$ cat src/rtl/core/cbf_pkg.sv
// Shared types, constants and round functions for the ChaCha20 block function core.
// No dependencies; the interfaces, front, queue, back and top level of the core import this package.
`timescale 1ns / 1ps

package cbf_pkg;

   localparam int WORD_W      = 32;
   localparam int BLOCK_LEN   = 16;
   localparam int INDEX_W     = 4;
   localparam int CSR_INDEX_W = 8;
   localparam int CSR_DATA_W  = 64;
   localparam int KEY_LEN     = 8;
   localparam int NONCE_LEN   = 3;

   // Queue between front and back; depth must be a power of two
   localparam int QUEUE_DEPTH = 2;
   localparam int QUEUE_PTR_W = $clog2(QUEUE_DEPTH);

   typedef logic [WORD_W-1:0] word_type;
   typedef word_type [BLOCK_LEN-1:0] state_type;
   typedef logic [INDEX_W-1:0] index_type;

   localparam index_type LAST_INDEX = INDEX_W'(BLOCK_LEN - 1);

   // Constant words "expand 32-byte k"
   localparam word_type SIGMA_0 = 32'h61707865;
   localparam word_type SIGMA_1 = 32'h3320646e;
   localparam word_type SIGMA_2 = 32'h79622d32;
   localparam word_type SIGMA_3 = 32'h6b206574;

   // Register indexes of the configuration port
   localparam logic [CSR_INDEX_W-1:0] CSR_KEY_01   = 8'd0;
   localparam logic [CSR_INDEX_W-1:0] CSR_KEY_23   = 8'd1;
   localparam logic [CSR_INDEX_W-1:0] CSR_KEY_45   = 8'd2;
   localparam logic [CSR_INDEX_W-1:0] CSR_KEY_67   = 8'd3;
   localparam logic [CSR_INDEX_W-1:0] CSR_NONCE_01 = 8'd4;
   localparam logic [CSR_INDEX_W-1:0] CSR_NONCE_2  = 8'd5;

   typedef enum logic [1:0] {
      ENG_IDLE,
      ENG_ROUND,
      ENG_DONE
   } eng_state_type;

   typedef struct packed {
      logic full;
      logic empty;
   } queue_status_type;

   typedef struct packed {
      word_type a;
      word_type b;
      word_type c;
      word_type d;
   } quarter_type;

   function automatic word_type rotl(word_type x, int unsigned r);
      return (x << r) | (x >> (WORD_W - r));
   endfunction

   function automatic quarter_type qr_mix(quarter_type q);
      quarter_type r;
      r   = q;
      r.a = r.a + r.b;  r.d = rotl(r.d ^ r.a, 16);
      r.c = r.c + r.d;  r.b = rotl(r.b ^ r.c, 12);
      r.a = r.a + r.b;  r.d = rotl(r.d ^ r.a, 8);
      r.c = r.c + r.d;  r.b = rotl(r.b ^ r.c, 7);
      return r;
   endfunction

   // Apply one quarter round at four state positions
   function automatic state_type qr_at(state_type s, index_type ia, index_type ib,
                                       index_type ic, index_type id);
      state_type   r;
      quarter_type q;
      q = qr_mix(quarter_type'{s[ia], s[ib], s[ic], s[id]});
      r = s;
      r[ia] = q.a;
      r[ib] = q.b;
      r[ic] = q.c;
      r[id] = q.d;
      return r;
   endfunction

   // Column round or diagonal round; the four quarter rounds touch disjoint words
   function automatic state_type half_round(state_type s, logic diag);
      state_type r;
      r = s;
      if (diag) begin
         r = qr_at(r, 4'd0, 4'd5, 4'd10, 4'd15);
         r = qr_at(r, 4'd1, 4'd6, 4'd11, 4'd12);
         r = qr_at(r, 4'd2, 4'd7, 4'd8,  4'd13);
         r = qr_at(r, 4'd3, 4'd4, 4'd9,  4'd14);
      end else begin
         r = qr_at(r, 4'd0, 4'd4, 4'd8,  4'd12);
         r = qr_at(r, 4'd1, 4'd5, 4'd9,  4'd13);
         r = qr_at(r, 4'd2, 4'd6, 4'd10, 4'd14);
         r = qr_at(r, 4'd3, 4'd7, 4'd11, 4'd15);
      end
      return r;
   endfunction

endpackage

$ cat src/rtl/core/cbf_req_if.sv
// Request channel: one block counter per transaction.
// Depends on cbf_pkg.
`timescale 1ns / 1ps

interface cbf_req_if;
   import cbf_pkg::*;

   logic     valid;
   logic     ready;
   word_type block_counter;

   modport source (output valid, output block_counter, input ready);
   modport sink   (input valid, input block_counter, output ready);
endinterface

$ cat src/rtl/core/cbf_front.sv
// Front end: holds key and nonce registers, accepts counters, builds initial states.
// Depends on cbf_pkg and cbf_req_if.
`timescale 1ns / 1ps

module cbf_front (
   input  logic                             clock,
   input  logic                             reset,
   cbf_req_if.sink                          req_bus,
   input  logic                             csr_we,
   input  logic [cbf_pkg::CSR_INDEX_W-1:0]  csr_index,
   input  logic [cbf_pkg::CSR_DATA_W-1:0]   csr_wdata,
   input  cbf_pkg::queue_status_type        status,
   output logic                             push,
   output cbf_pkg::state_type               push_state
);
   import cbf_pkg::*;

   word_type [KEY_LEN-1:0]   key_ff,   key_in;
   word_type [NONCE_LEN-1:0] nonce_ff, nonce_in;

   // Decode configuration writes; unknown indexes are dropped
   always_comb begin
      key_in   = key_ff;
      nonce_in = nonce_ff;
      if (csr_we) begin
         unique case (csr_index)
            CSR_KEY_01: begin
               key_in[0] = csr_wdata[WORD_W-1:0];
               key_in[1] = csr_wdata[CSR_DATA_W-1:WORD_W];
            end
            CSR_KEY_23: begin
               key_in[2] = csr_wdata[WORD_W-1:0];
               key_in[3] = csr_wdata[CSR_DATA_W-1:WORD_W];
            end
            CSR_KEY_45: begin
               key_in[4] = csr_wdata[WORD_W-1:0];
               key_in[5] = csr_wdata[CSR_DATA_W-1:WORD_W];
            end
            CSR_KEY_67: begin
               key_in[6] = csr_wdata[WORD_W-1:0];
               key_in[7] = csr_wdata[CSR_DATA_W-1:WORD_W];
            end
            CSR_NONCE_01: begin
               nonce_in[0] = csr_wdata[WORD_W-1:0];
               nonce_in[1] = csr_wdata[CSR_DATA_W-1:WORD_W];
            end
            CSR_NONCE_2: begin
               nonce_in[2] = csr_wdata[WORD_W-1:0];
            end
            default: begin
            end
         endcase
      end
   end

   always_ff @(posedge clock) begin
      if (reset) begin
         key_ff   <= '0;
         nonce_ff <= '0;
      end else begin
         key_ff   <= key_in;
         nonce_ff <= nonce_in;
      end
   end

   // Accept whenever the queue has room
   assign req_bus.ready = !status.full;
   assign push          = req_bus.valid && req_bus.ready;

   // Lay out constants, key, counter and nonce
   always_comb begin
      push_state[0]  = SIGMA_0;
      push_state[1]  = SIGMA_1;
      push_state[2]  = SIGMA_2;
      push_state[3]  = SIGMA_3;
      for (int i = 0; i < KEY_LEN; i++) begin
         push_state[4 + i] = key_ff[i];
      end
      push_state[12] = req_bus.block_counter;
      for (int i = 0; i < NONCE_LEN; i++) begin
         push_state[13 + i] = nonce_ff[i];
      end
   end

endmodule

$ cat src/flat_wrapper.sv
// flat-port wrapper written by rule: the top's interface ports become plain ports
module cbf_front_flat import cbf_pkg::*;
  (clock, reset, csr_we, csr_index, csr_wdata, status, push, push_state, req_bus_valid, req_bus_block_counter, req_bus_ready);
  cbf_req_if req_bus_i ();
  input  logic clock;
  input  logic reset;
  input  logic csr_we;
  input  logic [cbf_pkg::CSR_INDEX_W-1:0] csr_index;
  input  logic [cbf_pkg::CSR_DATA_W-1:0] csr_wdata;
  input  cbf_pkg::queue_status_type status;
  output logic push;
  output cbf_pkg::state_type push_state;
  input wire logic [$bits(req_bus_i.valid)-1:0] req_bus_valid;
  input wire logic [$bits(req_bus_i.block_counter)-1:0] req_bus_block_counter;
  output wire logic [$bits(req_bus_i.ready)-1:0] req_bus_ready;
  assign req_bus_i.valid = req_bus_valid;
  assign req_bus_i.block_counter = req_bus_block_counter;
  assign req_bus_ready = req_bus_i.ready;
  cbf_front u_core (.clock(clock), .reset(reset), .req_bus(req_bus_i), .csr_we(csr_we), .csr_index(csr_index), .csr_wdata(csr_wdata), .status(status), .push(push), .push_state(push_state));
endmodule
$ cat config.mk
export PLATFORM = sky130hd
export DESIGN_NAME = cbf_front_flat
export DESIGN_NICKNAME = d
export VERILOG_FILES = /design/src/rtl/core/cbf_pkg.sv /design/src/rtl/core/cbf_req_if.sv /design/src/rtl/core/cbf_front.sv /design/src/flat_wrapper.sv
export SDC_FILE = /design/constraint.sdc
export NUM_CORES = 1
export LEC_CHECK = 0
export ABC_AREA = 1
export BUFFER_PORTS_ARGS = -buffer_cell sky130_fd_sc_hd__buf_2
export CAP_MARGIN = 25
export CORE_AREA = 2 2 246 248
export CTS_CLUSTER_SIZE = 12
export DETAILED_ROUTE_END_ITERATION = 16
export DIE_AREA = 0 0 248 250
export GPL_TIMING_DRIVEN = 0
export HOLD_SLACK_MARGIN = 0.06
export PLACE_DENSITY = 0.5
export SETUP_SLACK_MARGIN = 0.15
export SLEW_MARGIN = 20
export SYNTH_ARGS = -nofsm -noshare
export SYNTH_HDL_FRONTEND = slang
export SYNTH_SLANG_ARGS = --single-unit
$ cat constraint.sdc
create_clock -name clock -period 1.7 [get_ports clock]
set_input_delay 0.17 -clock clock [delete_from_list [all_inputs] [get_ports clock]]
set_output_delay 0.17 -clock clock [all_outputs]
set_load 0.02 [all_outputs]
# After elaboration in Yosys (flattened, before gate mapping)
# Cells that the tools add are included.
dict set report word_totals {
  regBits 352
  in_bits 110
  output_inout_bits 514
  wordCells 25
}
dict set report op_classes {
  eq_ne 5
  n_reduce_logical 9
}
# cell n
set ops {}
lappend ops {{8-bit by 2-bit == test with 1-bit output (second input constant)} 2}
lappend ops {{8-bit by 3-bit == test with 1-bit output (second input constant)} 2}
lappend ops {{2-bit AND reduction} 6}
lappend ops {{8-bit by 1-bit == test with 1-bit output (second input constant)} 1}
lappend ops {{8-bit zero test} 1}
lappend ops {{1-bit logical AND} 1}
lappend ops {{1-bit zero test} 1}

# Longest topological paths before layout
# Gate-level depths: netlist of run 1.
dict set report depth {
  word_depth 2
  mapped_depth 8
  mapped_depth_nobuf 7
}

# Worst setup path before layout of run 1
# OpenSTA, ideal clock, no wires.
dict set report synth_path {
  kind {input-to-reg}
  from {input port csr_index[5] (netlist name)}
  to {register u_core.key_ff (netlist bit u_core.push_state[186])}
  setup_ns 0.115
  arrival_ns 1.025
  t_required_ns 1.585
  setup_slack_ns 0.560
  cell_stages 8
  n_path_buf 2
  cell_sequence {nor2_2 > nand2_2 > nor2_2 > buf_4 > buf_2 > nand3_1 > nand2_1 > nor2_1}
}
dict set report synth_via {
  elab_chain_cells 2
}
# element line
set synth_rtl {}
lappend synth_rtl {{start: declaration} flat_wrapper.sv:8} ;# input logic [cbf_pkg::CSR_INDEX_W-1:0] csr_index;
lappend synth_rtl {{8-bit zero test} cbf_front.sv:26} ;# unique case (csr_index)
lappend synth_rtl {{2-bit AND reduction (no source line)} n/a}
lappend synth_rtl {{end signal: assignment} cbf_front.sv:61} ;# key_ff <= key_in;
lappend synth_rtl {{end: declaration} cbf_front.sv:18} ;# word_type [KEY_LEN-1:0] key_ff, key_in;
# No other way between the ends.
# A chain may end at the register's enable or synchronous reset.

# Worst setup path after layout of run 1
dict set report layout_path {
  from {input port csr_index[1] (netlist name)}
  to {register u_core.key_ff (netlist bit u_core.push_state[283])}
}
dict set report layout_via {
  elab_chain_cells 2
}
# element line
set layout_rtl {}
lappend layout_rtl {{8-bit by 2-bit == test with 1-bit output} cbf_front.sv:26}
lappend layout_rtl {{2-bit AND reduction (no source line)} n/a}
# No other way between the ends.

==> flow_summary.ini, run 1 <==
[die]
dieWidth_um = 248
dieArea_sq_um = 62000
core-area_sq_um = 59600
pin_count = 624
rows = 90
die_h_um = 250
initial_utilization_pct = 26.2

[critical_path]
crit_buf_inv = 4
crit_path_cell_trace = buf_2, inv_1, nor2_1, inv_1, nor2_4, buf_2, nand3_1, nand2_1, nor2_1
reg2reg_depth = 2
critPathMaxFanout = 10
r2r-end = u_core.push_state[483]
end_kind = flop
worst_ep_required_time_ps = 2150
r2r_slack_ps = 1050
worstReg2RegStart = u_core.push_state[483]
arrival_ps = 1890
critical_path_class = in2reg
cp_top_family = simple AND/OR/NAND/NOR gates
cpPeakStageDelay_ps = 690
critPathSlowestCell = nor2_4
startpoint_type = input pin

[cells_and_area]
nets = 2973
fin_cells = 3672
drive_above_1_share_pct = 28.2
area_growth_syn_to_layout_pct = 35.6
fillerInstances = 6493
largest_register_ffs = 352

[cts]
tritoncts = yes
cts_made_buffers = 42
h-tree-depth = 2
cts_setup_buffers = 0
clk_pin_slew_ps = 60
cts.sink_count = 352
cts-root-buf = clkbuf_16
clk_latency_ps = 550
ctsLongestPathBuffers = 3

[worst_hold_path]
hold_end = u_core.push_state[230]
hold_depth = 5
hold_start = csr_wdata[38]
hold_path.class = in2reg

[synthesis]
ys_ff_latch = 352
yosysWarnings = 0
avgSynthCellArea_sq_um = 7.12
synth_top_area_share_pct = 45.1
yosysTopAreaCell = dfxtp_1
ys_seq_area_share_pct = 45.1
synthDistinctLibCells = 15
postSynthCellCount = 2195
syn_area_sq_um = 15600
synth_area_leaders = dfxtp_1 45%, nand3_1 11%, nor2_1 10%, a21oi_1 9.2%, buf_4 9.1%

[drt]
dr_total_vias = 16681
drt-initial-drc-count = 1018
viasPerCell = 4.54
dr.pass1.iters = 6
wl_per_cell_um = 19.2
drt_wl_total_mm = 70.3
route.detailed.drc = 0
final_antenna_net_count = 0

[timing]
min_period_ps = 1440
post-route-period-util_pct = 84.7
slew_viol_final = 0
max_freq_ghz = 0.694
finalSetupViolCount = 0
rsz0062_at_grt = no
worst_slew_pin_slew_ps = 904
fin_skew_ps = 0
fin_hold_ws_ps = 77.7
final_hold_viol_count = 0
slew_headroom_pct = 39.7

[global_route]
track_usage_pct = 21.8
grt_max_degree = 13
antenna_found_initial = 5
grt_pass1_vias = 15378
overflow = 0
grt_pass1_wl_mm = 99.9

[placement]
portBuffers = 462
placed_cells = 3565
hpwl_mm = 53.5
gp_congestion = 0.854

[power]
vdd_drop_max_uv = 706
power.internal_uw = 14700
pwr-share-clk_pct = 48.2
p_seq_share_pct = 42.0
switching_power_uw = 5000
netSwitchingFraction_pct = 25.3
pwr-share-comb_pct = 9.8
cellLeakagePower_uw = 0.0106
powerDensity_nw_per_um2 = 931

[run_status]
outcome = finished clean

[flow_run]
maxCapViolations = 0
## power by group through the flow
stage	sequential [uW]	clock [uW]	combinational, uW
floorplan	8480	0	1250
global placement	8460	0	1860
detailed placement	8460	0	1870
CTS	8280	9760	1930
global route	8280	10100	2100
finish	8280	9500	1930
## cells in the mapped netlist (all sizes together)
master / instances
a21oi: 288
buf: 298
inv: 73
nand2: 356
nand3: 355
conb: 2
dfxtp: 352
clkbuf: 44
nor2: 427
## cell usage in the layout (no fill, tap or decap)
cell type,Yosys,layout
a21oi_1,288,288
inv_2,2,2
clkbuf_16,0,45
buf_1,22,21
nor2_2,5,5
diode_2,0,1
clkbuf_1,44,48
dlygate4sd3_1,0,36
dfxtp_1,352,352
nand3_1,355,355
conb_1,2,128
clkbuf_8,0,7
nand2_1,355,355
inv_1,71,71
buf_4,189,189
clkinv_2,0,4
buf_2,87,549
clkbuf_2,0,6
nor2_1,420,420
nor2_4,2,2
bufinv_16,0,5
nand2_2,1,1
## logic make-up after synthesis
group,count (synthesis),synth area share (%)
AND/OR/NAND/NOR,1138,30.4
flip-flops,352,45.1
other,2,0.0481
AO/OA/AOI/OAI,288,9.23
buffers and inverters,415,15.2
## final cells by class
type	count	area, sq um	area share (%)
Antenna cell	1	2.50	0.0118
Buffer	342	2110	9.96
Clock buffer	61	1260	5.93
Clock inverter	9	170	0.803
Inverter	73	274	1.29
Multi-Input combinational cell	1554	6670	31.5
Sequential cell	352	7050	33.3
Tap cell	782	978	4.62
Timing Repair Buffer	498	2670	12.6
## worst max path at each step
| stage | startpoint | to | slack [ps] | cells past startpoint |
|---|---|---|---|---|
| after floorplan | csr_index[5] | u_core.push_state[186] | 560 | 8 |
| after global placement | reset | u_core.push_state[210] | -850 | 6 |
| after detailed placement | reset | u_core.push_state[375] | -600 | 6 |
| after CTS | reset | u_core.push_state[210] | 180 | 6 |
| after global routing | csr_index[3] | u_core.push_state[210] | 150 | 7 |
| final | csr_index[1] | u_core.push_state[283] | 260 | 9 |
## through the flow
step	util (%)	TNS (ps)	cell area (sq um)	power (uW)	setup WS, ps
2_1_floorplan	-	0	16100	9730	560
3_3_place_gp	32.5	-136640	19400	10300	-855
3_5_place_dp	32.5	-90200	19400	10300	-595
4_1_cts	35.5	0	21200	20000	177
5_1_grt	35.5	0	21200	20400	155
6_report	35.6	0	21200	19700	260
## layer usage
metal	global-route usage (%)	part of all wire (%)	vias up
met5	0	0.014	-
met4	6.52	2.7	2
met3	4.93	7.7	93
met2	36.6	47	685
met1	27.5	42	7769
li1	-	-	8132
## tightest hold or removal path, cell delays in order
cell and delay (ps):
buf_2 70, inv_1 120, nand3_1 120, nand2_1 50, nor2_1 70
## what timing repair did
action	4_1_cts	5_1_grt
hold buffers	36	0
pin swaps	0	0
resized for setup	1	5
hold endpoints to repair	161	0
endpoints found under the setup margin	38	6
Note: power is estimated with default switching activity, not from simulation.
==> inputs of run 2 (changes only) <==
==> constraint.sdc (replaced) <==
create_clock -name clock -period 1.5 [get_ports clock]
set_input_delay 0.15 -clock clock [delete_from_list [all_inputs] [get_ports clock]]
set_output_delay 0.15 -clock clock [all_outputs]
set_load 0.02 [all_outputs]
==> flow_summary.ini, run 2 (synthesis gave the netlist of run 1 again) <==
[drt]
final_antenna_net_count = 0
viasPerCell = 4.54
drt-initial-drc-count = 1074
wl_per_cell_um = 19.2
route.detailed.drc = 0
drt_wl_total_mm = 70.7
dr.pass1.iters = 6
dr_total_vias = 16752

[timing]
fin_hold_ws_ps = 79.3
finalSetupTns_ps = 0
finalSetupViolCount = 0
worst_slew_pin_slew_ps = 793
post-route-period-util_pct = 87.7
slew_headroom_pct = 47.1
fin_skew_ps = 0
max_freq_ghz = 0.761
final_hold_viol_count = 0
slew_viol_final = 0
min_period_ps = 1310
rsz0062_at_grt = no

[power]
vdd_drop_max_uv = 792
powerDensity_nw_per_um2 = 1050
cellLeakagePower_uw = 0.0107
power_uw = 22400

[critical_path]
critical_path_class = reg2out
crit_path_cell_trace = buf_2
critPathSlowestCell = dfxtp_1
arrival_ps = 1160
setup.worst_path.end = push_state[258]
r2r-end = u_core.push_state[483]
startpoint_type = flop
path_depth = 1
cp_top_family = flip-flops
cpPeakStageDelay_ps = 400
r2r_slack_ps = 850
reg2reg_depth = 2
worst_ep_required_time_ps = 1350
worstReg2RegStart = u_core.push_state[483]
crit_buf_inv = 1
critPathMaxFanout = 2
end_kind = output pin
crit_start = u_core.push_state[258]

[global_route]
grt.busiest_layer = met2
grt_pass1_wl_mm = 100
antenna_found_initial = 6
grt_pass1_vias = 15477
grt_max_degree = 13
grt_util_met1_pct = 27.5
gr-usage-met2_pct = 36.6
use_met3_pct = 4.96
track_usage_pct = 21.8
overflow = 0

[die]
dieWidth_um = 248
dieArea_sq_um = 62000
pin_count = 624
core-area_sq_um = 59600
initial_utilization_pct = 26.2
die_h_um = 250
rows = 90

[cells_and_area]
drive_above_1_share_pct = 28.8
area_growth_syn_to_layout_pct = 37.1
largest_register_ffs = 352
fin_cells = 3689
antennaDiodeCount = 0
nets = 2991
final_common_cell = buf_2
final_cell_mix = 550 x buf_2, 420 x nor2_1, 355 x nand3_1, 355 x nand2_1, 352 x dfxtp_1
fillerInstances = 6464

[cts]
h-tree-depth = 2
cts-root-buf = clkbuf_16
clk_pin_slew_ps = 60
clk_latency_ps = 550
cts_made_buffers = 42
tritoncts = yes
cts.sink_count = 352
ctsLongestPathBuffers = 3

[run_status]
outcome = finished clean

[placement]
gp_congestion = 0.854
hpwl_mm = 53.5
portBuffers = 462
placed_cells = 3565

[flow_run]
maxCapViolations = 0

[worst_hold_path]
hold_path.class = in2reg
[run 2: repair_timing]
item,CTS,global route
pin swaps,1,2
hold buffers,51,0
endpoints found under the hold margin,226,0
endpoints found under the setup margin,143,196
buffers inserted,0,3
gates resized for setup,11,28
[run 2: worst min path at each step]
stage | startpoint | to | cells after the start
after global placement | u_core.push_state[453] | u_core.push_state[453] | 2
after global routing | csr_wdata[24] | u_core.push_state[344] | 5
final | csr_wdata[37] | u_core.push_state[293] | 5
after CTS | csr_wdata[37] | u_core.push_state[453] | 5
after detailed placement | u_core.push_state[224] | u_core.push_state[224] | 2
after floorplan | status[1] | req_bus_ready | 1
[run 2: final cells by class]
cell class                      instances  area [sq um]  area share [%]
Clock inverter                          9           170           0.795
Tap cell                              782           978            4.57
Inverter                               73           275            1.29
Clock buffer                           61          1260            5.87
Timing Repair Buffer                  516          2870            13.4
Multi-Input combinational cell       1554          6670            31.2
Buffer                                342          2140            9.99
Sequential cell                       352          7050            32.9
[run 2: stage by stage]
stage	cell area (sq um)	util [%]	setup slack, ps
final	21400	35.9	185
after CTS	21300	35.8	151
after floorplan	16100	-	380
after global routing	21400	35.9	134
after global placement	19400	32.5	-1030
after detailed placement	19400	32.5	-775
[run 2: per-layer routing]
| layer | routed length, um | vias up | part of all wire (%) |
|---|---|---|---|
| met3 | 5510 | 102 | 7.8 |
| met5 | 10 | - | 0.014 |
| li1 | - | 8164 | - |
| met1 | 29600 | 7813 | 42 |
| met2 | 33400 | 671 | 47 |
| met4 | 2170 | 2 | 3.1 |
[run 2: power by group]
group          internal (uW)  switching, uW  total (uW)
registers               9370           12.1        9380
logic                    722           1510        2240
clock network           6620           4150       10800
total                  16700           5680       22400
==> inputs of run 3 (changes only) <==
--- a/config.mk
+++ b/config.mk
@@ -14,7 +14,7 @@
 export DIE_AREA = 0 0 248 250
 export GPL_TIMING_DRIVEN = 0
 export HOLD_SLACK_MARGIN = 0.06
-export PLACE_DENSITY = 0.5
+export PLACE_DENSITY = 0.51
 export SETUP_SLACK_MARGIN = 0.15
 export SLEW_MARGIN = 20
 export SYNTH_ARGS = -nofsm -noshare
==> constraint.sdc (replaced) <==
create_clock -name clock -period 1.2 [get_ports clock]
set_input_delay 0.12 -clock clock [delete_from_list [all_inputs] [get_ports clock]]
set_output_delay 0.12 -clock clock [all_outputs]
set_load 0.02 [all_outputs]
==> flow_summary.ini, run 3 (synthesis gave the netlist of run 1 again) <==
[worst_hold_path]
hold_end = u_core.push_state[266]
hold_depth = 5
hold_path.class = in2reg
hold_start = csr_wdata[10]

[power]
switching_power_uw = 7420
pwr-share-comb_pct = 10.3
p_seq_share_pct = 41.4
powerDensity_nw_per_um2 = 1140
cellLeakagePower_uw = 0.0115
power_uw = 28300
power.internal_uw = 20900
vdd_drop_max_uv = 882
netSwitchingFraction_pct = 26.2
pwr-share-clk_pct = 48.3

[cts]
clk_latency_ps = 560
cts.sink_count = 352
clk_pin_slew_ps = 60
cts_made_buffers = 43
ctsLongestPathBuffers = 3
cts-root-buf = clkbuf_16
tritoncts = yes
h-tree-depth = 2

[flow_run]
maxCapViolations = 0

[critical_path]
worst_ep_required_time_ps = 1080
r2r_slack_ps = 380
worstReg2RegStart = u_core.push_state[153]
cp_top_family = flip-flops
critical_path_class = reg2out
startpoint_type = flop
critPathMaxFanout = 2
critPathSlowestCell = dfxtp_2
cpPeakStageDelay_ps = 350
arrival_ps = 1060
end_kind = output pin
r2r-end = u_core.push_state[153]
crit_buf_inv = 1
reg2reg_depth = 4
crit_path_cell_trace = buf_6

[placement]
post_dp_cell_area_sq_um = 19400
gp_congestion = 0.829
hpwl_mm = 52.5
portBuffers = 462
dp_slack_ps = -1190
placed_cells = 3565

[cells_and_area]
area_growth_syn_to_layout_pct = 58.5
fin_area_sq_um = 24800
fillerInstances = 6336
final_cell_mix = 418 x nor2_1, 360 x buf_6, 355 x nand3_1, 355 x nand2_1, 342 x dfxtp_2
fin_cells = 3749
nets = 3042
final_common_cell = nor2_1
largest_register_ffs = 352
drive_above_1_share_pct = 42.8

[timing]
slew_viol_final = 0
worst_slew_pin_slew_ps = 697
final_hold_viol_count = 0
slew_headroom_pct = 53.5
finalSetupViolCount = 0
post-route-period-util_pct = 98.5
max_freq_ghz = 0.846
finalSetupTns_ps = 0
setup_ws_ps = 18.4
min_period_ps = 1180
fin_skew_ps = 0
rsz0062_at_grt = yes

[drt]
wl_per_cell_um = 19.2
dr_total_vias = 16826
wl_met2_mm = 33.9
final_antenna_net_count = 0
drt_wl_total_mm = 72.1
viasPerCell = 4.49
dr_wl_met3_mm = 5.13
dr.pass1.iters = 5
wl_met1_mm = 31.2
highest_layer = met4
drt-initial-drc-count = 1034
route.detailed.drc = 0

[die]
die_h_um = 250
dieWidth_um = 248
initial_utilization_pct = 26.2
rows = 90
dieArea_sq_um = 62000
core-area_sq_um = 59600
pin_count = 624

[global_route]
grt_max_degree = 13
overflow = 0
track_usage_pct = 22.3
grt_pass1_vias = 15860
grt_pass1_wl_mm = 103
antenna_found_initial = 4

[run_status]
outcome = finished clean
-- run 3: per-stage QoR --
step                      utilization, %  hold slack [ps]
after global placement              32.6              456
final                               41.6             91.9
after global routing                41.5              108
after detailed placement            32.6              458
after floorplan                        -              317
after CTS                           41.2             69.6
-- run 3: how the worst max path moves through the flow --
stage / cells after the start / endpoint / slack, ps / start
final: 1 / push_state[158] / 20 / u_core.push_state[158]
after CTS: 1 / push_state[158] / -30 / u_core.push_state[158]
after floorplan: 8 / u_core.push_state[168] / 130 / csr_index[5]
after detailed placement: 6 / u_core.push_state[368] / -1190 / reset
after global placement: 6 / u_core.push_state[368] / -1210 / reset
after global routing: 1 / push_state[158] / -30 / u_core.push_state[158]
-- run 3: repair_timing --
action | in CTS | in global routing
buffers inserted | 26 | 16
endpoints found under the hold margin | 326 | 0
resized for setup | 1115 | 57
hold buffers | 62 | 0
setup endpoints to repair | 704 | 664
pin swaps | 2 | 1
-- run 3: metal layers --
metal | global-route usage (%) | up-vias
met2 | 37.4 | 602
li1 | - | 8270
met4 | 6.04 | 0
met5 | 0 | -
met1 | 28.8 | 7850
met3 | 4.81 | 104
-- run 3: power groups by stage --
stage / combinational [uW] / clock [uW] / sequential (uW)
2_1_floorplan: 1770 / 0 / 12000
6_report: 2920 / 13700 / 11700
4_1_cts: 2880 / 14000 / 11700
3_5_place_dp: 2660 / 0 / 12000
3_3_place_gp: 2660 / 0 / 12000
5_1_grt: 3150 / 14400 / 11700
-- run 3: final cells by class --
class	count	area, sq um	share of cell area, %
diodes	2	5.00	0.0202
plain buffers	342	2320	9.38
clock buffers	65	1310	5.30
clock inverters	13	150	0.607
inverters	73	279	1.13
multi-input cells	1554	6690	27.0
flip-flops and latches	352	7510	30.4
well taps	782	978	3.95
repair buffers	566	5500	22.2
