--- config.mk ---
export PLATFORM = sky130hd
export DESIGN_NAME = cbf_queue
export DESIGN_NICKNAME = d
export VERILOG_FILES = /design/src/rtl/core/cbf_pkg.sv /design/src/rtl/core/cbf_queue.sv
export SDC_FILE = /design/constraint.sdc
export NUM_CORES = 1
export LEC_CHECK = 0
export BUFFER_PORTS_ARGS = -buffer_cell sky130_fd_sc_hd__buf_4
export CAP_MARGIN = 10
export CORE_AREA = 2 2 406 408
export DETAILED_ROUTE_END_ITERATION = 16
export DIE_AREA = 0 0 408 410
export PLACE_DENSITY_LB_ADDON = 0.2
export SYNTH_ARGS = -nofsm -noshare
export SYNTH_HDL_FRONTEND = slang
export SYNTH_SLANG_ARGS = --single-unit
--- constraint.sdc ---
create_clock -name clock -period 25.4 [get_ports clock]
set_clock_uncertainty 0.2 [all_clocks]
set_input_delay 5.08 -clock clock [delete_from_list [all_inputs] [get_ports clock]]
set_output_delay 5.08 -clock clock [all_outputs]
set_load 0.05 [all_outputs]
--- src/rtl/core/cbf_pkg.sv ---
// Shared types, constants and round functions for the ChaCha20 block function core.
// No dependencies; the interfaces, front, queue, back and top level of the core import this package.
`timescale 1ns / 1ps

package cbf_pkg;

   localparam int WORD_W      = 32;
   localparam int BLOCK_LEN   = 16;
   localparam int INDEX_W     = 4;
   localparam int CSR_INDEX_W = 8;
   localparam int CSR_DATA_W  = 64;
   localparam int KEY_LEN     = 8;
   localparam int NONCE_LEN   = 3;

   // Queue between front and back; depth must be a power of two
   localparam int QUEUE_DEPTH = 2;
   localparam int QUEUE_PTR_W = $clog2(QUEUE_DEPTH);

   typedef logic [WORD_W-1:0] word_type;
   typedef word_type [BLOCK_LEN-1:0] state_type;
   typedef logic [INDEX_W-1:0] index_type;

   localparam index_type LAST_INDEX = INDEX_W'(BLOCK_LEN - 1);

   // Constant words "expand 32-byte k"
   localparam word_type SIGMA_0 = 32'h61707865;
   localparam word_type SIGMA_1 = 32'h3320646e;
   localparam word_type SIGMA_2 = 32'h79622d32;
   localparam word_type SIGMA_3 = 32'h6b206574;

   // Register indexes of the configuration port
   localparam logic [CSR_INDEX_W-1:0] CSR_KEY_01   = 8'd0;
   localparam logic [CSR_INDEX_W-1:0] CSR_KEY_23   = 8'd1;
   localparam logic [CSR_INDEX_W-1:0] CSR_KEY_45   = 8'd2;
   localparam logic [CSR_INDEX_W-1:0] CSR_KEY_67   = 8'd3;
   localparam logic [CSR_INDEX_W-1:0] CSR_NONCE_01 = 8'd4;
   localparam logic [CSR_INDEX_W-1:0] CSR_NONCE_2  = 8'd5;

   typedef enum logic [1:0] {
      ENG_IDLE,
      ENG_ROUND,
      ENG_DONE
   } eng_state_type;

   typedef struct packed {
      logic full;
      logic empty;
   } queue_status_type;

   typedef struct packed {
      word_type a;
      word_type b;
      word_type c;
      word_type d;
   } quarter_type;

   function automatic word_type rotl(word_type x, int unsigned r);
      return (x << r) | (x >> (WORD_W - r));
   endfunction

   function automatic quarter_type qr_mix(quarter_type q);
      quarter_type r;
      r   = q;
      r.a = r.a + r.b;  r.d = rotl(r.d ^ r.a, 16);
      r.c = r.c + r.d;  r.b = rotl(r.b ^ r.c, 12);
      r.a = r.a + r.b;  r.d = rotl(r.d ^ r.a, 8);
      r.c = r.c + r.d;  r.b = rotl(r.b ^ r.c, 7);
      return r;
   endfunction

   // Apply one quarter round at four state positions
   function automatic state_type qr_at(state_type s, index_type ia, index_type ib,
                                       index_type ic, index_type id);
      state_type   r;
      quarter_type q;
      q = qr_mix(quarter_type'{s[ia], s[ib], s[ic], s[id]});
      r = s;
      r[ia] = q.a;
      r[ib] = q.b;
      r[ic] = q.c;
      r[id] = q.d;
      return r;
   endfunction

   // Column round or diagonal round; the four quarter rounds touch disjoint words
   function automatic state_type half_round(state_type s, logic diag);
      state_type r;
      r = s;
      if (diag) begin
         r = qr_at(r, 4'd0, 4'd5, 4'd10, 4'd15);
         r = qr_at(r, 4'd1, 4'd6, 4'd11, 4'd12);
         r = qr_at(r, 4'd2, 4'd7, 4'd8,  4'd13);
         r = qr_at(r, 4'd3, 4'd4, 4'd9,  4'd14);
      end else begin
         r = qr_at(r, 4'd0, 4'd4, 4'd8,  4'd12);
         r = qr_at(r, 4'd1, 4'd5, 4'd9,  4'd13);
         r = qr_at(r, 4'd2, 4'd6, 4'd10, 4'd14);
         r = qr_at(r, 4'd3, 4'd7, 4'd11, 4'd15);
      end
      return r;
   endfunction

endpackage

--- src/rtl/core/cbf_queue.sv ---
// Short FIFO of initial states between the front end and the round engine.
// Depends on cbf_pkg.
`timescale 1ns / 1ps

module cbf_queue (
   input  logic                      clock,
   input  logic                      reset,
   input  logic                      push,
   input  cbf_pkg::state_type        push_state,
   input  logic                      pop,
   output cbf_pkg::state_type        pop_state,
   output cbf_pkg::queue_status_type status
);
   import cbf_pkg::*;

   localparam logic [QUEUE_PTR_W:0] FULL_COUNT = (QUEUE_PTR_W + 1)'(QUEUE_DEPTH);
   localparam logic [QUEUE_PTR_W:0] ONE_COUNT  = (QUEUE_PTR_W + 1)'(1);
   localparam logic [QUEUE_PTR_W-1:0] ONE_PTR  = QUEUE_PTR_W'(1);

   state_type [QUEUE_DEPTH-1:0] entry_ff, entry_in;
   logic [QUEUE_PTR_W-1:0]      wr_ptr_ff, wr_ptr_in;
   logic [QUEUE_PTR_W-1:0]      rd_ptr_ff, rd_ptr_in;
   logic [QUEUE_PTR_W:0]        count_ff, count_in;
   logic                        do_push, do_pop;

   assign status.full  = (count_ff == FULL_COUNT);
   assign status.empty = (count_ff == '0);
   assign do_push      = push && !status.full;
   assign do_pop       = pop && !status.empty;
   assign pop_state    = entry_ff[rd_ptr_ff];

   // Advance pointers; they wrap naturally at a power-of-two depth
   always_comb begin
      entry_in  = entry_ff;
      wr_ptr_in = wr_ptr_ff;
      rd_ptr_in = rd_ptr_ff;
      if (do_push) begin
         entry_in[wr_ptr_ff] = push_state;
         wr_ptr_in           = wr_ptr_ff + ONE_PTR;
      end
      if (do_pop) begin
         rd_ptr_in = rd_ptr_ff + ONE_PTR;
      end
      unique case ({do_push, do_pop})
         2'b10:   count_in = count_ff + ONE_COUNT;
         2'b01:   count_in = count_ff - ONE_COUNT;
         default: count_in = count_ff;
      endcase
   end

   always_ff @(posedge clock) begin
      if (reset) begin
         wr_ptr_ff <= '0;
         rd_ptr_ff <= '0;
         count_ff  <= '0;
      end else begin
         wr_ptr_ff <= wr_ptr_in;
         rd_ptr_ff <= rd_ptr_in;
         count_ff  <= count_in;
      end
   end

   always_ff @(posedge clock) begin
      entry_ff <= entry_in;
   end

endmodule

# Word-level counts from Yosys, hierarchy flattened
# Index checks and enable logic that the tools add are counted.
# W data, S select, Z words.
dict set report op_classes {
  add_sub_neg 4
  order_cmp 3
  n_eq_ne 3
  muxes 6
  n_reduce_logical 7
}
# op n
set ops {}
lappend ops {{$mux W512} 3}
lappend ops {{$bwmux W1024} 1}
lappend ops {{$demux W512 S1} 1}
lappend ops {{$eq A2 B2 Y1 const B} 2}
lappend ops {{$lt A1 B2 Y1 const B} 2}
lappend ops {{$pmux W2 S2} 1}
lappend ops {{$logic_and A1 B1 Y1} 3}
lappend ops {{$add A1 B1 Y1 const B} 2}
lappend ops {{$add A2 B1 Y2 const B} 1}
lappend ops {{$eq A2 B1 Y1 const B} 1}
lappend ops {{$logic_not A1 Y1} 2}
lappend ops {{$logic_not A2 Y1} 1}
lappend ops {{$reduce_bool A2 Y1} 1}
lappend ops {{$sub A2 B1 Y2 const B} 1}
lappend ops {{$ge A1 B1 Y1 const B} 1}
dict set report word_totals {
  regBits 1028
  inputBits 516
  output_inout_bits 514
  wordCells 58
}

# Depth between registers and ports, before layout
# Gate-level depths: netlist (run 1).
dict set report depth {
  depth_word 5
  depth_mapped 6
  depth_no_buf 6
}

# Worst setup path before layout (run 1)
# No wires, ideal clock.
dict set report synth_timing {
  kind {input-to-reg}
  start {input port push}
  end {register entry_ff[1000] in the netlist's numbering, enable pin}
  setup_time_ns 0.947
  arrival_ns 16.730
  required_time_ns 24.253
  setup_slack_ns 7.524
  path_stages 1
  cell_sequence {and3_1}
}
dict set report synth_via {
  elab_chain_len 1
}
# element line
set synth_lines {}
lappend synth_lines {{from (decl)} cbf_queue.sv:8} ;# input logic push,
lappend synth_lines {{$logic_and A1 B1 Y1} cbf_queue.sv:28} ;# assign do_push = push && !status.full;
lappend synth_lines {{to (signal assigned)} cbf_queue.sv:64} ;# entry_ff <= entry_in;
lappend synth_lines {{to (decl)} cbf_queue.sv:20} ;# state_type [QUEUE_DEPTH-1:0] entry_ff, entry_in;
# No other way between the ends.
# A chain may end at the register's enable or synchronous reset.

==> results.md, run 1 <==
- Register area: between 30000 and 40000 µm²
- Post-synthesis sequential area ratio: 0.8260
- Vias per cell: around 4
- Half-perimeter wire length after placement: 78930 µm
- Syn Nets: 2134
- Clock sinks: ~1000
- Die area: 167300 µm²
- Vias in the first global route: 20188
- Reg clk slew, reported paths: 60 ps
- Slowest cell on crit path: buf_4
- Area taken by multi-input logic gates: 5879 µm²
- Yosys warns: 0
- Syn_area_per_cell: 23.08 µm²
- Post-CTS Resized: 0
- Initial Utilization: 0.2283
- RSZ-0062 raised after global routing: false
- Vias: 19600
- Post-CTS Setup Bufs: 0
- CP Class: reg -> out
- CP Cell Sequence: buf_4, buf_4, buf_4, buf_4, mux2_2, buf_4
- Core area: 163500 µm²
- Metal2 WL: between 50000 and 60000 µm
- Fmax: slightly above 90 MHz
- Die X: 408 µm
- Relative max-transition margin: 0.1948
- Post-DRT Antenna Nets: 0
- Setup TNS: 0 ps
- Worst EP arrival: 5550 ps
- Post-Route WL: around 110000 µm
- Top post-synthesis cells by area: edfxtp_1 82%, mux2_2 15%, buf_6 1.6%
- Critical Path Fanout Max: 75
- Setup Viol. Count Final: 0
- Final Max Slew Viols: 0
- Dpl cell area: 47380 µm²
- Initial antenna violation count: 26
- Top sig layer: met5
- Fillers: 16214
- Endpoint type of the worst setup path: output port
- Final hold violations: 0
- FP Rows: around 150
- Worst hold path type: reg -> reg
- Worst Hold Depth: 2
- Initial DRC Count: 1039
- Syn Std Cell Area: 37330 µm²
- Pre-CTS setup slack: ~15000 ps
- Layout net count: 3243
- Hold-fix buffer count after cts: 0
- WHS: 301.2 ps
- GRT Util Overall: 0.1284
- Critical path's most frequent cell: buf_4
- Num CTS Buffers: 115
- Met1 WL: between 40000 and 50000 µm
- Max-Cap Viols: 0
- Longest Clk Path Bufs: 3
- Status: finished clean
- Die height: slightly above 400 µm
- Count of cell types in the netlist: 18
- CTS tree: yes
- Fin cells: 5023
- Leakage power: about 0.018 µW
- First-pass GRT wire length: 152900 µm
- Cell count after placement: approximately 4800
- First-pass DRT Iterations: 5
- FF+latch count, synth: 1028
- Peak VDD IR: 0.07821 mV
- Part of the cycle the worst path needs: 0.4264
- IO Port Bufs: 1029
- Post-Synthesis Cells: 1617
- Layout area overhead: 36.83%
- Final global-route overflow total: 0
- Largest net degree at the start of global routing: approximately 140
- Clock latency at the later pin of the worst-skew pair: 740 ps
- Met3 routed WL: 11070 µm
- Post-layout minimum cycle time: 10830 ps
- Worst reg2reg path depth: 6
- Yosys top cell by area: edfxtp_1
- GP Congestion: 0.7907
- DR WL/cell: 22.24 µm
- Worst Path Required: slightly above 20000 ps
- # H-tree levels: 3
- Yosys top cell area share: 0.8238
- Io pins: 1030
- Most common cell after layout, fill and taps aside: buf_4
- Pwr dens: 120.4 nW/µm²
- Setup WS post-layout: 14570 ps
- Layout cell share with drive strength beyond 1: 0.6096
- DRC viols: 0
- Crit path largest cell delay: 860 ps
- Worst setup SP type: flip-flop
- Most frequent cells in the layout: 1046 x buf_4, 1024 x edfxtp_1, 512 x mux2_2
- Clock root buffer: clkbuf_16
- Worst-Margin Slew: 1208 ps
- Design Area, Final: 51070 µm²
==> synth_stat cells <==
cell,count
edfxtp_1,1024
mux2_2,512
buf_6,52
buf_2,5
dfxtp_1,4
nor2_1,3
a21oi_1,2
inv_1,2
o21ai_0,2
or3_1,2
xnor2_1,2
and3_1,1
ha_1,1
inv_2,1
nand2_1,1
nand2b_2,1
o21a_1,1
xor2_1,1
==> path summary, 6_finish.rpt <==
path,slack [ps],end,from
hold / removal,300,wr_ptr_ff,wr_ptr_ff
setup reg to reg,20130,entry_ff[625],count_ff[0]
hold reg to reg,300,wr_ptr_ff,wr_ptr_ff
setup / recovery,14570,pop_state[489],rd_ptr_ff
==> sequential cells by signal, summed over array words and instances (netlist names) <==
| register | count |
|---|---|
| count_ff | 2 |
| rd_ptr_ff | 1 |
| entry_ff | 1024 |
| wr_ptr_ff | 1 |
==> kinds of logic (layout without fill, tap and decap cells) <==
kind of cell / Yosys count / after routing / synth area share
DFF: 1028 / 1028 / 0.8260
xor gates and xnor gates: 3 / 3 / 0.0007041
AOI/OAI and AO/OA: 5 / 5 / 0.0007376
buffers and inverters: 60 / 1266 / 0.01666
adders and majority gates: 1 / 1 / 0.0003352
and+or+nand+nor: 8 / 8 / 0.001140
muxes: 512 / 512 / 0.1545
other: 0 / 11 / 0
==> worst max-delay path, delay by kind of cell, from the launching register on <==
| family | cells | cell delay (ps) |
|---|---|---|
| buf+inv | 5 | 3360 |
| flops | 1 | 720 |
| mux | 1 | 440 |
==> report_power, final <==
part / internal (µW) / switching, µW
clock network: 950 / 676
registers: 2140 / 62.4
logic: 718 / 1600
==> layer usage <==
metal / GRT usage / vias up
li1: - / 8745
met1: 0.1487 / 9890
met2: 0.2100 / 799
met3: 0.06069 / 148
met4: 0.03914 / 18
met5: 0 / -
==> stage by stage <==
stage / power, µW / utilization
after floorplan: 3993 / -
after global placement: 4594 / 0.2898
after detailed placement: 4585 / 0.2898
after CTS: 6247 / 0.3122
after global routing: 6378 / 0.3123
final: 6148 / 0.3124
==> layout make-up <==
cell class / count / share of cell area
clock inverter: 74 / 0.01352
multi-input combinational: 529 / 0.1151
timing repair buffer: 1049 / 0.1549
antenna: 11 / 0.0005390
sequential: 1028 / 0.6037
inverter: 3 / 0.0003675
tap: 2189 / 0.05363
clock buffer: 140 / 0.05818
Power figures use the tool's default switching activity.
==> run 2: changes to the inputs <==
--- a/config.mk
+++ b/config.mk
@@ -7,9 +7,9 @@
 export LEC_CHECK = 0
 export BUFFER_PORTS_ARGS = -buffer_cell sky130_fd_sc_hd__buf_4
 export CAP_MARGIN = 10
-export CORE_AREA = 2 2 406 408
+export CORE_AREA = 2 2 397 399
 export DETAILED_ROUTE_END_ITERATION = 16
-export DIE_AREA = 0 0 408 410
+export DIE_AREA = 0 0 399 401
 export PLACE_DENSITY_LB_ADDON = 0.2
 export SYNTH_ARGS = -nofsm -noshare
 export SYNTH_HDL_FRONTEND = slang
==> constraint.sdc (replaced) <==
create_clock -name clock -period 10.95 [get_ports clock]
set_clock_uncertainty 0.2 [all_clocks]
set_input_delay 2.19 -clock clock [delete_from_list [all_inputs] [get_ports clock]]
set_output_delay 2.19 -clock clock [all_outputs]
set_load 0.05 [all_outputs]
==> run 2 against run 1 <==
Net effect: sequential share of layout area is essentially flat; final area is essentially flat; sequential power grew 130%; hold slack lost 14 ps; clock power grew 130%; sequential cell count is the same; count of clock-buffer cells in the layout shrank 7; global-route usage grew 0.17 points; setup slack lost 9600 ps; utilization grew 1.6 points; critical path type unchanged; critical endpoint is now pop_state[124]; largest cell class unchanged.
==> results.md, run 2 (synthesis results as in run 1) <==
- Status: finished clean (unchanged)
- Peak VDD IR: 0.1594 mV (was 0.07821 mV)
- Pint: 8874 µW (was 3810 µW)
- Io pins: 1030 (unchanged)
- Die X: 399 µm (was 408 µm)
- Biggest regs: entry_ff x1024, count_ff x2 (unchanged)
- HP Start: wr_ptr_ff (unchanged)
- Psw: 5363 µW (was 2338 µW)
- Post-DRT Antenna Nets: 0 (unchanged)
- First-pass DRT Iterations: 5 (unchanged)
- Layout cell share with drive strength beyond 1: 0.6102 (was 0.6096)
- Final global-route overflow total: 0 (unchanged)
- Most frequent cells in the layout: 1035 x buf_4, 1024 x edfxtp_1, 512 x mux2_2 (was 1046 x buf_4, 1024 x edfxtp_1, 512 x mux2_2)
- Worst-Margin Slew: 1040 ps (was 1208 ps)
- Pre-CTS setup slack: 5723 ps (was 15200 ps)
- CTS tree: yes (unchanged)
- Design Area, Final: 51050 µm² (was 51070 µm²)
- RSZ-0062 raised after global routing: false (unchanged)
- Worst Path Required: 8560 ps (was 20120 ps)
- Initial Utilization: 0.2398 (was 0.2283)
- Layout net count: 3237 (was 3243)
- Worst EP arrival: 3600 ps (was 5550 ps)
- Register area: 30830 µm² (unchanged)
- Most common cell after layout, fill and taps aside: buf_4 (unchanged)
- Post-CTS Resized: 0 (unchanged)
- Endpoint type of the worst setup path: output port (unchanged)
- Total power: 14240 µW (was 6148 µW)
- Max-Cap Viols: 0 (unchanged)
- Vias in the first global route: 21205 (was 20188)
- Pwr dens: 278.9 nW/µm² (was 120.4 nW/µm²)
- FP Rows: 145 (was 149)
- Post-CTS Setup Bufs: 0 (unchanged)
- Largest register FFs: 1024 (unchanged)
- Dpl cell area: 47270 µm² (was 47380 µm²)
- Reg clk slew, reported paths: 60 ps (about the same)
- Die area: 160000 µm² (was 167300 µm²)
- Worst setup SP type: flip-flop (unchanged)
- Core area: 155700 µm² (was 163500 µm²)
- Fillers: 15075 (was 16214)
- Clock latency at the later pin of the worst-skew pair: 730 ps (was 740 ps)
- Relative max-transition margin: 0.3069 (was 0.1948)
- Post-Route WL: 109100 µm (was 111700 µm)
- Reg2Reg Launch Point: count_ff[0] (unchanged)
- Reg2reg setup slack: 7470 ps (was 20130 ps)
- Half-perimeter wire length after placement: 79690 µm (was 78930 µm)
- Switch share: 0.3767 (was 0.3803)
- Fmax: 166.9 MHz
- Worst reg2reg path depth: 4 (was 6)
- Initial antenna violation count: 33 (was 26)
- Vias: 19544 (was 19600)
- Setup Viol. Count Final: 0 (unchanged)
- # H-tree levels: 3 (unchanged)
- IO Port Bufs: 1029 (unchanged)
- Largest net degree at the start of global routing: 154 (was 144)
- DRC viols: 0 (unchanged)
- Clk network pwr share: 0.266 (was 0.264)
- Leakage power: 0.01841 µW (was 0.01837 µW)
- Num CTS Buffers: 113 (was 115)
- Part of the cycle the worst path needs: 0.5473
- Clock sinks: 1028 (unchanged)
- Final hold violations: 0 (unchanged)
- Reg2reg end: entry_ff[536] (was entry_ff[625])
- Crit path to: pop_state[124] (was pop_state[489])
- Die height: 401 µm (was 410 µm)
- Setup TNS: 0 ps (unchanged)
- Vias per cell: 3.999 (was 3.902)
- Worst hold path type: reg -> reg (unchanged)
- Setup WS post-layout: 4958 ps (was 14570 ps)
- CP Class: reg -> out (unchanged)
- Reg power frac: 0.361 (was 0.359)
- GRT Util Overall: 0.1301 (was 0.1284)
- Post-layout minimum cycle time: 5992 ps
- First-pass GRT wire length: 149500 µm (was 152900 µm)
- Combinational power share: 0.373 (was 0.377)
- Initial DRC Count: 940 (was 1039)
- Clock root buffer: clkbuf_16 (unchanged)
- DR WL/cell: 22.32 µm (was 22.24 µm)
- Worst Hold Depth: 2 (unchanged)
- Area taken by multi-input logic gates: 5879 µm² (unchanged)
- Longest Clk Path Bufs: 3 (unchanged)
- Final Max Slew Viols: 0 (unchanged)
- Largest reg by FF count: entry_ff (unchanged)
- GP Congestion: 0.8315 (was 0.7907)
- Layout area overhead: 36.78% (was 36.83%)
- Worst setup path start: rd_ptr_ff (unchanged)
- Hold-fix buffer count after cts: 0 (unchanged)
- Critical Path Fanout Max: 126 (was 75)
## run 2: changes by cell type in the layout (fill, tap and decap cells not counted), moves of 2 or more
cell       change
buf_4         -11
buf_12         +7
clkbuf_1       -5
clkinv_16      +4
clkinv_2       +4
inv_6          -3
bufinv_16      +2
clkbuf_16      -2
clkinv_4       -2
## run 2: layer usage
layer / part of all wire / vias to the layer above / routed length, µm / GRT usage
li1: - / 8725 / - / -
met1: 0.33 / 9841 / 35920 / 0.1226
met2: 0.53 / 752 / 58070 / 0.2418
met3: 0.10 / 204 / 11370 / 0.05867
met4: 0.033 / 22 / 3574 / 0.05111
met5: 0.0014 / - / 153 / 0
## run 2: worst min-delay path by stage
| stage | to |
|---|---|
| 2_1_floorplan | wr_ptr_ff |
| 3_3_place_gp | wr_ptr_ff |
| 3_5_place_dp | wr_ptr_ff |
| 4_1_cts | wr_ptr_ff |
| 5_1_grt | wr_ptr_ff |
| 6_report | wr_ptr_ff |
## run 2: power by group through the flow
stage	Sequential [µW]	Combinational, µW	Clock (µW)
after floorplan	5300	3830	0
after global placement	5220	5350	0
after detailed placement	5230	5380	0
after CTS	5150	5400	3930
after global routing	5190	5530	4060
final	5140	5310	3780
## run 2: stage by stage
step	util	hold WS (ps)	cells
after global routing	0.3279	322.0	4884
after CTS	0.3278	286.8	4875
after floorplan	-	251.5	1617
final	0.3280	287.1	4887
after detailed placement	0.3037	278.1	4663
after global placement	0.3037	272.3	4663
## run 2: critical path, stage by stage (launching register included)
cell	delay, ps
dfxtp_4	830
buf_4	660
buf_12	500
mux2_2	420
buf_4	190
## run 2: final cells by class
type,instances,share of cell area
clock inverters,79,0.01659
repair buffers,1045,0.1561
well taps,2058,0.05044
diodes,12,0.0005882
clock buffers,133,0.05686
flip-flops and latches,1028,0.6040
inverters,3,0.0002941
multi-input cells,529,0.1152
==> run 3: changes to the inputs <==
--- a/config.mk
+++ b/config.mk
@@ -5,11 +5,12 @@
 export SDC_FILE = /design/constraint.sdc
 export NUM_CORES = 1
 export LEC_CHECK = 0
+export ABC_AREA = 1
 export BUFFER_PORTS_ARGS = -buffer_cell sky130_fd_sc_hd__buf_4
 export CAP_MARGIN = 10
-export CORE_AREA = 2 2 397 399
+export CORE_AREA = 2 2 395 397
 export DETAILED_ROUTE_END_ITERATION = 16
-export DIE_AREA = 0 0 399 401
+export DIE_AREA = 0 0 397 399
 export PLACE_DENSITY_LB_ADDON = 0.2
 export SYNTH_ARGS = -nofsm -noshare
 export SYNTH_HDL_FRONTEND = slang
==> constraint.sdc (replaced) <==
create_clock -name clock -period 5.46 [get_ports clock]
set_clock_uncertainty 0.2 [all_clocks]
set_input_delay 1.092 -clock clock [delete_from_list [all_inputs] [get_ports clock]]
set_output_delay 1.092 -clock clock [all_outputs]
set_load 0.05 [all_outputs]
==> run 3 against run 2 <==
Net effect: synthesized cell count rose by 68%; non-clock buffer count rose by 26; combinational power rose by 52%; die area fell by 1.0%; global-route usage rose by 1.5 points; final cell count rose by 22%; sequential share of layout area barely moved; final area barely moved; via count rose by 21%; highest routed layer unchanged.
==> results.md, run 3 <==
- Peak VDD IR: 0.2792 mV (was 0.1594 mV)
- Combinational power share: 0.323 (was 0.373)
- Reg2Reg Launch Point: count_ff[1] (was count_ff[0])
- Most frequent cells in the layout: 1541 x nand2_1, 1057 x buf_4, 1024 x edfxtp_1 (was 1035 x buf_4, 1024 x edfxtp_1, 512 x mux2_2)
- Clk network pwr share: 0.284 (was 0.266)
- Top post-synthesis cells by area: edfxtp_1 82%, nand2_1 15%, buf_6 1.5% (was edfxtp_1 82%, mux2_2 15%, buf_6 1.6%)
- Area taken by multi-input logic gates: 5892 µm² (was 5879 µm²)
- Cell family contributing the most delay on the critical path: buffers and inverters (unchanged)
- CTS tree: yes (unchanged)
- Clock root buffer: clkbuf_16 (unchanged)
- Largest reg by FF count: entry_ff (unchanged)
- Fmax: 217.8 MHz
- Pint: 15660 µW (was 8874 µW)
- Num CTS Buffers: 114 (was 113)
- Critical Path Fanout Max: 208 (was 126)
- Final global-route overflow total: 0 (unchanged)
- Crit path largest cell delay: 640 ps (was 830 ps)
- Pwr dens: 490.8 nW/µm² (was 278.9 nW/µm²)
- FF+latch count, synth: 1028 (unchanged)
- Top cells by count, synth: 1542 x nand2_1, 1024 x edfxtp_1, 51 x buf_2 (was 1024 x edfxtp_1, 512 x mux2_2, 52 x buf_6)
- GP Congestion: 0.8507 (was 0.8315)
- Worst Hold Depth: 2 (unchanged)
- DR WL/cell: 20.26 µm (was 22.32 µm)
- Final hold violations: 0 (unchanged)
- Half-perimeter wire length after placement: 84760 µm (was 79690 µm)
- Post-CTS Setup Bufs: 0 (unchanged)
- Critical path's most frequent cell: nand2_1 (was buf_4)
- Post-synthesis sequential area ratio: 0.8188 (was 0.8260)
- Setup Viol. Count Final: 0 (unchanged)
- Worst EP arrival: 3300 ps (was 3600 ps)
- Switch share: 0.3753 (was 0.3767)
- Endpoint type of the worst setup path: output port (unchanged)
- Post-synth top flop: edfxtp_1 (unchanged)
- Count of cell types in the netlist: 16 (was 18)
- Fin cells: 5938 (was 4887)
- Post-Route WL: 120300 µm (was 109100 µm)
- Die X: 397 µm (was 399 µm)
- HP Start: count_ff[1] (was wr_ptr_ff)
- Worst reg2reg path depth: 6 (was 4)
- Max-Cap Viols: 0 (unchanged)
- Most common cell after layout, fill and taps aside: nand2_1 (was buf_4)
- Top-count cell post-synth: nand2_1 (was edfxtp_1)
- Final Max Slew Viols: 0 (unchanged)
- Worst Hold Path EP: count_ff[1] (was wr_ptr_ff)
- Worst setup SP type: flip-flop (unchanged)
- Largest register FFs: 1024 (unchanged)
- Die height: 399 µm (was 401 µm)
- Post-Synthesis Cells: 2711 (was 1617)
- Layout cell share with drive strength beyond 1: 0.3159 (was 0.6102)
- Leakage power: 0.02100 µW (was 0.01841 µW)
- Yosys warns: 0 (unchanged)
- Initial DRC Count: 1183 (was 940)
- Worst hold path type: reg -> reg (unchanged)
- Number of synthesized flops with an enable pin: 1024 (unchanged)
- # H-tree levels: 3 (unchanged)
- Post-DRT Antenna Nets: 0 (unchanged)
- Longest Clk Path Bufs: 3 (unchanged)
- Yosys top cell by area: edfxtp_1 (unchanged)
- Die area: 158400 µm² (was 160000 µm²)
- Vias per cell: 3.996 (was 3.999)
- Worst Path Required: 4170 ps (was 8560 ps)
- Async set-or-reset flop fraction in the synthesized netlist: 0 (unchanged)
- Clock sinks: 1028 (unchanged)
- Post-layout minimum cycle time: 4591 ps
- Syn Std Cell Area: 37650 µm² (was 37330 µm²)
- Syn Nets: 3228 (was 2134)
- Initial Utilization: 0.2450 (was 0.2398)
- CP Cell Sequence: clkinv_16, buf_12, nand2_1, nand2_1, buf_4 (was buf_4, buf_12, mux2_2, buf_4)
- Initial antenna violation count: 35 (was 33)
- Cell count after placement: 5713 (was 4663)
- IO Port Bufs: 1029 (unchanged)
- DRC viols: 0 (unchanged)
- Core area: 153700 µm² (was 155700 µm²)
- Clock latency at the later pin of the worst-skew pair: 710 ps (was 730 ps)
- Reg2reg setup slack: 2400 ps (was 7470 ps)
- FP Rows: 144 (was 145)
- Yosys top cell area share: 0.8167 (was 0.8238)
- Setup TNS: 0 ps (unchanged)
- Io pins: 1030 (unchanged)
- Layout net count: 4302 (was 3237)
- CP Depth: 5 (was 4)
- Vias in the first global route: 23602 (was 21205)
- Status: finished clean (unchanged)
- Fillers: 15265 (was 15075)
- Part of the cycle the worst path needs: 0.8408
- Register area: 30830 µm² (unchanged)
- GRT Util Overall: 0.1450 (was 0.1301)
- Psw: 9407 µW (was 5363 µW)
- Syn_area_per_cell: 13.89 µm² (was 23.08 µm²)
- Buf/Inv on CP: 3 (unchanged)
- First-pass GRT wire length: 165800 µm (was 149500 µm)
- Hold-fix buffer count after cts: 0 (unchanged)
- Largest net degree at the start of global routing: 209 (was 154)
- Reg power frac: 0.394 (was 0.361)
- CP Class: reg -> out (unchanged)
- Reg clk slew, reported paths: 50 ps (was 60 ps)
- Reg2reg end: entry_ff[793] (was entry_ff[536])
- Worst-Margin Slew: 1062 ps (was 1040 ps)
- Relative max-transition margin: 0.2902 (was 0.3069)
- RSZ-0062 raised after global routing: false (unchanged)
- Biggest regs: entry_ff x1024, count_ff x2 (unchanged)
- Post-CTS Resized: 0 (unchanged)
- First-pass DRT Iterations: 4 (was 5)
- Layout area overhead: 35.66% (was 36.78%)
- Slowest cell on crit path: dfxtp_4 (unchanged)
- Vias: 23731 (was 19544)
-- run 3: changes by cell type after synthesis, sizes merged, moves of 2 or more --
cell / previous run / this run
inv: 3 / 10
xnor2: 2 / 0
buf: 57 / 109
nand2: 1 / 1542
mux2: 512 / 0
or3: 2 / 0
nor2: 3 / 12
clkbuf: 0 / 4
-- run 3: logic make-up after synthesis --
logic type                 count (synthesis)  synth area share
buffers and inverters                    123           0.02519
DFF                                     1028            0.8188
and+or+nand+nor                         1556            0.1552
adders and majority gates                  1         0.0003323
AOI/OAI and AO/OA                          3         0.0003987
-- run 3: tightest hold or removal path: stages, from the launching register on --
cell and delay (ps):
dfxtp_1 330, nor2_1 100, nor2_1 50
-- run 3: stage by stage --
stage                 util  worst slack, ps  hold slack (ps)  power [µW]  instance area (µm²)
floorplan                -            -4090            291.7       15610                37690
global placement    0.3096             1669            308.3       18260                47580
detailed placement  0.3096             1656            312.8       18270                47580
CTS                 0.3320            940.5            244.3       25490                51020
global route        0.3323            748.9            279.7       26170                51070
finish              0.3323            869.5            323.2       25070                51080
-- run 3: worst max path at each step --
| stage | from | endpoint |
|---|---|---|
| finish | rd_ptr_ff | pop_state[394] |
| detailed placement | push | entry_ff[775] |
| CTS | rd_ptr_ff | pop_state[22] |
| floorplan | push | entry_ff[1000] |
| global route | rd_ptr_ff | pop_state[378] |
| global placement | push | entry_ff[679] |
-- run 3: area by class of cell --
| type | count | share of cell area |
|---|---|---|
| Antenna cell | 22 | 0.001078 |
| Clock buffer | 142 | 0.05833 |
| Clock inverter | 61 | 0.009064 |
| Inverter | 10 | 0.001568 |
| Multi-Input combinational cell | 1560 | 0.1154 |
| Sequential cell | 1028 | 0.6037 |
| Tap cell | 2044 | 0.05007 |
| Timing Repair Buffer | 1071 | 0.1608 |
-- run 3: routing by layer --
layer | global-route usage | wire, µm | up-vias
li1 | - | - | 11371
met1 | 0.1580 | 44330 | 11340
met2 | 0.2432 | 59280 | 776
met3 | 0.06475 | 12300 | 222
met4 | 0.06315 | 4237 | 22
met5 | 0 | 149 | -
-- run 3: power groups by stage --
| stage | combinational, µW | sequential (µW) | clock, µW |
|---|---|---|---|
| after detailed placement | 8230 | 10000 | 0 |
| final | 8090 | 9870 | 7110 |
| after global routing | 8600 | 9930 | 7640 |
| after CTS | 8240 | 9870 | 7370 |
| after global placement | 8230 | 10000 | 0 |
| after floorplan | 5390 | 10200 | 0 |
